## config.mk

```make
export PLATFORM = sky130hd
export DESIGN_NAME = pmst_ctrl
export DESIGN_NICKNAME = d
export VERILOG_FILES = /design/src/rtl/pmst_pkg.sv /design/src/rtl/pmst_ctrl.sv
export SDC_FILE = /design/constraint.sdc
export NUM_CORES = 1
export LEC_CHECK = 0
export BUFFER_PORTS_ARGS = -buffer_cell sky130_fd_sc_hd__buf_2
export CAP_MARGIN = 20
export CELL_PAD_IN_SITES_DETAIL_PLACEMENT = 0
export CELL_PAD_IN_SITES_GLOBAL_PLACEMENT = 2
export CORE_AREA = 2 2 39 41
export DETAILED_ROUTE_END_ITERATION = 10
export DIE_AREA = 0 0 41 43
export PLACE_DENSITY_LB_ADDON = 0.1
export REMOVE_ABC_BUFFERS = 1
export SLEW_MARGIN = 20
export SYNTH_ARGS = -nofsm -noshare
export SYNTH_HDL_FRONTEND = slang
export SYNTH_SLANG_ARGS = --single-unit
```

## constraint.sdc

```tcl
create_clock -name clk -period 1.5 [get_ports clk]
set_input_delay 0 -clock clk [delete_from_list [all_inputs] [get_ports clk]]
set_output_delay 0 -clock clk [all_outputs]
set_load 0.05 [all_outputs]
```

## src/rtl/pmst_pkg.sv

```systemverilog
`timescale 1ns / 1ps

package pmst_pkg;

  localparam int VERTEX_BITS = 5;
  localparam int WEIGHT_IN_BITS = 16;
  localparam int TOTAL_BITS = 20;
  localparam logic [TOTAL_BITS-1:0] TOTAL_MAX = '1;
  localparam logic [VERTEX_BITS-1:0] VC_RESET = 5'd16;

  localparam logic MODE_WRITE = 1'b0;
  localparam logic MODE_RUN = 1'b1;
  localparam logic KIND_EDGE = 1'b0;
  localparam logic KIND_TOTAL = 1'b1;

  typedef struct packed {
    logic                      mode;
    logic [VERTEX_BITS-1:0]    from_vertex;
    logic [VERTEX_BITS-1:0]    to_vertex;
    logic [WEIGHT_IN_BITS-1:0] edge_weight;
  } in_item_t;

  typedef struct packed {
    logic                   kind;
    logic [VERTEX_BITS-1:0] parent_vertex;
    logic [VERTEX_BITS-1:0] child_vertex;
    logic [TOTAL_BITS-1:0]  total_weight;
    logic                   last;
  } out_item_t;

  typedef enum logic [2:0] {
    S_CLEAR,
    S_IDLE,
    S_RELAX,
    S_RELAX_END,
    S_DECIDE,
    S_EMIT,
    S_EMIT_END,
    S_TOTAL
  } state_t;

  typedef struct packed {
    logic clear_step;
    logic edge_write;
    logic run_start;
    logic relax_issue;
    logic pass_end;
    logic emit_issue;
    logic total_emit;
  } cmd_t;

  typedef struct packed {
    logic clear_last;
    logic scan_last;
    logic found;
  } status_t;

endpackage

```

## src/rtl/pmst_ctrl.sv

```systemverilog
`timescale 1ns / 1ps

module pmst_ctrl (
  input  logic             clk,
  input  logic             rst,
  input  logic             start,
  input  logic             mode,
  input  pmst_pkg::status_t status,
  output pmst_pkg::cmd_t   cmd,
  output logic             busy
);

  pmst_pkg::state_t state, state_next;

  always_ff @(posedge clk) begin
    if (rst) begin
      state <= pmst_pkg::S_CLEAR;
    end else begin
      state <= state_next;
    end
  end

  always_comb begin
    state_next = state;
    cmd = '0;
    busy = 1'b1;
    case (state)
      pmst_pkg::S_CLEAR: begin
        cmd.clear_step = 1'b1;
        if (status.clear_last) state_next = pmst_pkg::S_IDLE;
      end
      pmst_pkg::S_IDLE: begin
        busy = 1'b0;
        if (start) begin
          if (mode == pmst_pkg::MODE_RUN) begin
            cmd.run_start = 1'b1;
            state_next = pmst_pkg::S_RELAX;
          end else begin
            cmd.edge_write = 1'b1;
          end
        end
      end
      pmst_pkg::S_RELAX: begin
        cmd.relax_issue = 1'b1;
        if (status.scan_last) state_next = pmst_pkg::S_RELAX_END;
      end
      pmst_pkg::S_RELAX_END: begin
        state_next = pmst_pkg::S_DECIDE;
      end
      pmst_pkg::S_DECIDE: begin
        cmd.pass_end = 1'b1;
        state_next = status.found ? pmst_pkg::S_RELAX : pmst_pkg::S_EMIT;
      end
      pmst_pkg::S_EMIT: begin
        cmd.emit_issue = 1'b1;
        if (status.scan_last) state_next = pmst_pkg::S_EMIT_END;
      end
      pmst_pkg::S_EMIT_END: begin
        state_next = pmst_pkg::S_TOTAL;
      end
      pmst_pkg::S_TOTAL: begin
        cmd.total_emit = 1'b1;
        state_next = pmst_pkg::S_IDLE;
      end
      default: begin
        state_next = pmst_pkg::S_IDLE;
      end
    endcase
  end

endmodule

```

==> results summary, run 1 <==
The flow ran to the end, and the final reports show no timing, DRC or antenna violations. The number of buffers inserted during clock tree synthesis is 3. Of the available clock period, the critical path in the final layout requires 0.895. The post-synthesis cell count came out at 31. The post-CTS setup buffer count came out at 0. The worst-case hold slack is 0.178 ns. At the end of the flow the core is filled with cells to 0.278. The global routing usage summed across all routing layers is 0.0962. Clock latency on the worst-skew pair, taken at its later pin, is 0.23 ns. Once detail routing completed, the nets flagged for antenna violations numbered 0.

In this run, synthesis produced a sequential element count of 3. The overall power consumption is 0.333 mW. TritonCTS built the clock tree. The layout has 157 filler cells. The maximum clock skew at final layout came out at 0.000414 ns. The reported max-cap violation count is 0. The count of placed standard cells including taps came out at 58. The weighted congestion reported at the end of routability-driven placement is 0.651. The area occupied by multi-input gates came out at 185 um2. The number of synthesized flops with an enable pin came out at 0.

The total number of nets in the final design is 56. The growth of design area from synthesis to finish came out at 40.8%. The largest fanout of any net on the critical path came out at 12.

For this run, the number of Yosys warnings is 0. At the worst endpoint, the arrival time is 1.34 ns. STA classifies the critical path startpoint as a flip-flop. The maximum number of pins on one net before global-route repair is 13. The leakage power came out at 0.174 nW. The largest registers in the layout are state (3).

Among all flip-flop cells after synthesis, the most frequent one is sky130_fd_sc_hd__dfxtp_1. The sequential share of the synthesized area is 0.220. Counting along the longest clock path gives a buffer depth of 2. The HPWL after detailed placement came out at 506 um. The tightest min-delay check is of the primary input to flip-flop type. The number of violations reported at the end of detailed-routing iteration 0 came out at 3.

In this run the power density over the cells is 867 mW/mm2. The area taken by flip-flops and latches is 60.1 um2. The largest voltage drop on the vdd net is 370 uV. During placement, the flow inserted port buffers numbering 14. The floorplan step set the die width to 41 um. The post-synthesis cell area is 273 um2. The number of detailed-routing iterations run before antenna repair came out at 3. For the worst setup path, the data required time is 1.50 ns.

The count of placed standard cells in the final layout, fillers left out came out at 64. For this configuration, the core starts out at a cell density of 0.197. The final critical-path required period is 1.34 ns. The clock transition time at the flip-flop clock pins of the worst setup and hold paths is 0.04 ns. The clock sink total came out at 3. In the final layout, the share of cells above drive strength 1 is 0.500. The hold violation total from the final report is 0. In the layout the commonest cells are sky130_fd_sc_hd__buf_2 (13), sky130_fd_sc_hd__nor2_1 (3), sky130_fd_sc_hd__nand2_1 (3), sky130_fd_sc_hd__clkbuf_4 (3), sky130_fd_sc_hd__dfxtp_1 (3).

The worst setup path is captured at an output port. After detailed routing, the number of vias per cell comes to 4.48. The distinct cell type count after synthesis came out at 22.

The clock root buffer is sky130_fd_sc_hd__clkbuf_4. The total core area came out at 0.00138 mm2. The share of synthesized flip-flops with an asynchronous set or reset came out at 0. CTS built an H-tree with a depth of 1. For this run the aggregate overflow at the end of global routing stands at 0. The number of rows created at floorplan came out at 14. The floorplan step set the die height to 43 um. Measured against its own limit, the worst slew margin works out to 0.724. The number of setup violations in the final report is 0. For this run, design rule violations remaining after detail routing come to 0. The via total after detailed routing is 287. The max-slew violation count came to 0. The slew at the pin closest to its max-slew limit came out at 0.412 ns.

The I/O pin count came out at 15. The critical path in this run is classified as flip-flop to output port. The register with the most flip-flops in the final layout is state. The global-route wire length before repair is 1110 um. The number of antenna violations at the first check in global routing came to 0.

The most common library cell in the layout ignoring fill and taps is sky130_fd_sc_hd__buf_2. The number of flip-flops under the largest register name came out at 3. The via count of the first global-routing pass is 287. The antenna cell count is 0. The die covers 0.00176 mm2. The routed wire length is 717 um. The average footprint of a synthesized cell is 8.80 um2. The highest achievable clock rate is 745 MHz. Dividing the detail-routed wire length by the instance count gives 11.2 um.
==> cell usage after synthesis (2+ instances only) <==
| cell type | n | area share |
|---|---|---|
| sky130_fd_sc_hd__a21oi_1 | 2 | 0.037 |
| sky130_fd_sc_hd__buf_6 | 2 | 0.083 |
| sky130_fd_sc_hd__nor2_1 | 3 | 0.041 |
| sky130_fd_sc_hd__nand2b_1 | 2 | 0.046 |
| sky130_fd_sc_hd__nand2_1 | 3 | 0.041 |
| sky130_fd_sc_hd__dfxtp_1 | 3 | 0.22 |
==> critical path, stage by stage, from the launching register on <==
cell                      delay (ns)
sky130_fd_sc_hd__dfxtp_1        0.53
sky130_fd_sc_hd__nor3b_2        0.28
sky130_fd_sc_hd__buf_2          0.30
==> what timing repair did <==
| action | in CTS | in global routing |
|---|---|---|
| setup endpoints to repair | 0 | 1 |
| hold endpoints to repair | 2 | 0 |
| resized for setup | 0 | 2 |
| hold buffers | 2 | 0 |
==> routing by layer <==
layer,track usage,share of wire,vias to the layer above,wire (um)
li1,-,-,145,-
met3,0.0628,0.073,0,52
met2,0.138,0.48,11,344
met4,0.0400,0,0,0
met1,0.109,0.45,131,320
met5,0,0,-,0
==> layout make-up <==
class / instances / share of cell area
clock buffer: 4 / 0.0684
multi-input combinational: 25 / 0.482
sequential: 3 / 0.156
tap: 16 / 0.0521
timing repair buffer: 16 / 0.241
==> report_power, final <==
group	internal, mW	switching (mW)
clock	0.0997	0.0419
sequential	0.0848	0.0131
combinational	0.0326	0.0611
total	0.217	0.116
==> cell families (layout without fill, tap and decap cells) <==
family | after synthesis | count (layout) | share of synthesized area
AND/OR/NAND/NOR | 18 | 18 | 0.454
AO/OA/AOI/OAI | 7 | 7 | 0.225
flip-flops | 3 | 3 | 0.220
buffers and inverters | 3 | 20 | 0.101
==> per-stage QoR <==
stage,area (um2),setup slack [ns],TNS (ns)
floorplan,245,-0.618,-0.650
global placement,335,0.284,0
detailed placement,335,0.248,0
CTS,382,0.109,0
global route,384,-0.0243,-0.0243
finish,384,0.157,0
==> final timing paths <==
| path | from | to | slack (ns) | depth (start not counted) |
|---|---|---|---|---|
| max | state[2]$_SDFFE_PP0P_ | cmd[2] | 0.16 | 2 |
| min | status[1] | state[0]$_SDFFE_PP0P_ | 0.18 | 3 |
| max reg2reg | state[1]$_SDFFE_PP0P_ | state[0]$_SDFFE_PP0P_ | 0.26 | 3 |
| min reg2reg | state[0]$_SDFFE_PP0P_ | state[1]$_SDFFE_PP0P_ | 0.70 | 2 |
No activity file was read; power rests on OpenSTA's default activity.
==> inputs of run 2 (changes only) <==
--- a/config.mk
+++ b/config.mk
@@ -7,12 +7,9 @@
 export LEC_CHECK = 0
 export BUFFER_PORTS_ARGS = -buffer_cell sky130_fd_sc_hd__buf_2
 export CAP_MARGIN = 20
-export CELL_PAD_IN_SITES_DETAIL_PLACEMENT = 0
-export CELL_PAD_IN_SITES_GLOBAL_PLACEMENT = 2
 export CORE_AREA = 2 2 39 41
 export DETAILED_ROUTE_END_ITERATION = 10
 export DIE_AREA = 0 0 41 43
-export PLACE_DENSITY_LB_ADDON = 0.1
 export REMOVE_ABC_BUFFERS = 1
 export SLEW_MARGIN = 20
 export SYNTH_ARGS = -nofsm -noshare
==> run 2 against run 1 <==
Net effect:
- utilization decreased by 0.90 points
- highest routed layer unchanged
- worst setup slack worse by 0.025 ns
- largest power group unchanged
- design area decreased by 3.3%
- critical endpoint is now cmd[5]
==> results summary, run 2 (synthesized netlist as in run 1, its figures left out) <==
The routed length per instance came out at 9.73 um. The I/O pin count came out at 15. The total power density per cell area is 886 mW/mm2.

The number of vias per cell came out at 4.32. The number of detailed-routing iterations run before antenna repair came out at 2. The vertical die dimension is 43 um. The number of cells traversed by the worst register-to-register path is 3.

The count of antenna-violating nets left after detailed routing is 0. The net switching share of the total power is 0.348. The worst hold path terminates at state[0]$_SDFFE_PP0P_. The growth of design area from synthesis to finish came out at 36.2%.

The maximum number of pins on one net before global-route repair came out at 13. The worst setup path is captured at an output port. The later pin in the worst-skew pair is clocked with a latency of 0.23 ns.

The endpoint identified for the worst register-to-register timing path is state[0]$_SDFFE_PP0P_. The slew at the pin closest to its max-slew limit came out at 0.400 ns. The combinational share of power is 0.274. Setup slack on the worst reg-to-reg path comes out at 0.25 ns. Across every metal layer, demand over resource in global routing totals 0.0873. Setup repair after global routing left no endpoint under its margin.

The number of H-tree levels is 1. The initial cell density of the core is 0.197. The post-cts resize count is 0. The largest registers in the layout are state (3). The post-CTS setup buffer count is 0. The overall power consumption is 0.329 mW. The tree is rooted in a sky130_fd_sc_hd__clkbuf_4. The first global-routing pass estimated 972 um of wire. After clock tree synthesis, the flow added hold-fix buffers numbering 1. In the routed design, unresolved DRC markers number 0.

The clock sink total is 3. The classification of the worst setup path is flip-flop to output port. The ratio of cells with drive above 1 in the final layout came out at 0.511. The number of antenna violations at the first check in global routing came out at 0.

The floorplan step defined a core boundary enclosing 0.00138 mm2. The hold violation total from the final report was 0. The analysis attributes to net switching a power of 0.114 mW.

The final critical-path required period is 1.37 ns. The tightest min-delay check is of the primary input to flip-flop type. TritonCTS built the clock tree. IR analysis of the VDD net gives a maximum drop of 300 uV.

In this run the most critical hold path is launched from status[0]. The flow ran to the end, and the final reports show no timing, DRC or antenna violations. The library cell used most frequently in the layout, excluding fill and tap cells, is sky130_fd_sc_hd__buf_2. The weighted congestion reported at the end of routability-driven placement is 0.716. Max-cap violations in this run came to 0. The max-slew violation count was 0. The area of the die came out at 0.00176 mm2. The maximum clock insertion buffer count is 2. The number of setup violations in the final report is 0.

The via total after detailed routing came out at 272. The total number of nets in the final design came out at 55. Buffers placed on the I/O ports in this run total 14. The clock transition time at the flip-flop clock pins of the worst setup and hold paths is 0.04 ns. The clock share of power is 0.430. The antenna cell count came out at 0.

The largest fanout of any net on the critical path came out at 12. The number of rows created at floorplan came out at 14. The total congestion overflow is 0.

Internal power comes to 0.215 mW. The worst path required time came out at 1.50 ns. The total negative slack is 0 ns. For this design the static power due to leakage is 0.170 nW. The HPWL after detailed placement is 481 um. The number of violations reported at the end of detailed-routing iteration 0 is 3. The worst hold path passes through 2 cells. The worst-case hold slack is 0.00269 ns. The total non-filler cell area in the finished layout came out at 372 um2.

The width of the die is 41 um. The number of buffers inserted during clock tree synthesis came out at 3. Of the total power, registers draw 0.296.

The number of flip-flops under the largest register name is 3. Between clock sinks in the finished design, the worst skew comes to 0.00131 ns. The arrival time reported for the critical path endpoint came out at 1.37 ns. The routed wire length is 613 um.

The register with the highest flop count is state. The worst slew slack as a fraction of its limit is 0.732. The highest achievable clock rate came out at 731 MHz. The reg-to-reg startpoint is state[1]$_SDFFE_PP0P_. The portion of the clock cycle consumed by the worst path in the final layout is 0.912. The post-place instance area is 335 um2. The top cell types in the final layout, fill and taps aside, are sky130_fd_sc_hd__buf_2 (14), sky130_fd_sc_hd__nor2_1 (3), sky130_fd_sc_hd__nand2_1 (3), sky130_fd_sc_hd__clkbuf_4 (3), sky130_fd_sc_hd__dfxtp_1 (3). The via count of the first global-routing pass is 247. The worst setup path is launched from a flip-flop.
-- run 2: critical path, cell delays in order, from the launching register on --
cell and delay [ns]:
sky130_fd_sc_hd__dfxtp_1 0.41, sky130_fd_sc_hd__nor2_1 0.18, sky130_fd_sc_hd__nand2_1 0.08, sky130_fd_sc_hd__nor3b_1 0.18, sky130_fd_sc_hd__buf_2 0.28
-- run 2: power groups by stage --
stage	clock [mW]	combinational, mW	sequential [mW]
final	0.142	0.0902	0.0974
after global routing	0.154	0.0971	0.0992
after CTS	0.147	0.0913	0.0973
after detailed placement	0	0.0891	0.0985
after global placement	0	0.0878	0.0981
after floorplan	0	0.0656	0.0956
-- run 2: worst max path at each step --
| stage | to | slack [ns] | depth (start not counted) | startpoint |
|---|---|---|---|---|
| 3_5_place_dp | state[0]$_SDFFE_PP0P_ | 0.26 | 3 | state[1]$_SDFFE_PP0P_ |
| 5_1_grt | cmd[5] | 0.02 | 4 | state[1]$_SDFFE_PP0P_ |
| 3_3_place_gp | state[0]$_SDFFE_PP0P_ | 0.31 | 3 | state[1]$_SDFFE_PP0P_ |
| 2_1_floorplan | cmd[5] | -0.62 | 2 | state[0]$_SDFFE_PP0P_ |
| 4_1_cts | cmd[5] | 0.11 | 4 | state[1]$_SDFFE_PP0P_ |
| 6_report | cmd[5] | 0.13 | 4 | state[1]$_SDFFE_PP0P_ |
-- run 2: cell type report --
| class | count | area (um2) |
|---|---|---|
| fillers | 156 | 1010 |
| multi-input cells | 25 | 185 |
| repair buffers | 15 | 80.1 |
| flip-flops and latches | 3 | 60.1 |
| clock buffers | 4 | 26.3 |
| well taps | 16 | 20.0 |
-- run 2: through the flow --
step	std cells	setup WS, ns	utilization
after floorplan	28	-0.618	-
after global placement	58	0.309	0.242
after detailed placement	58	0.259	0.242
after CTS	63	0.111	0.269
after global routing	63	0.0216	0.269
final	63	0.131	0.269
-- run 2: metal layers --
layer / part of all wire / GRT usage
met1: 0.42 / 0.0833
met2: 0.49 / 0.134
met3: 0.095 / 0.0628
met4: 0 / 0.0400
met5: 0 / 0
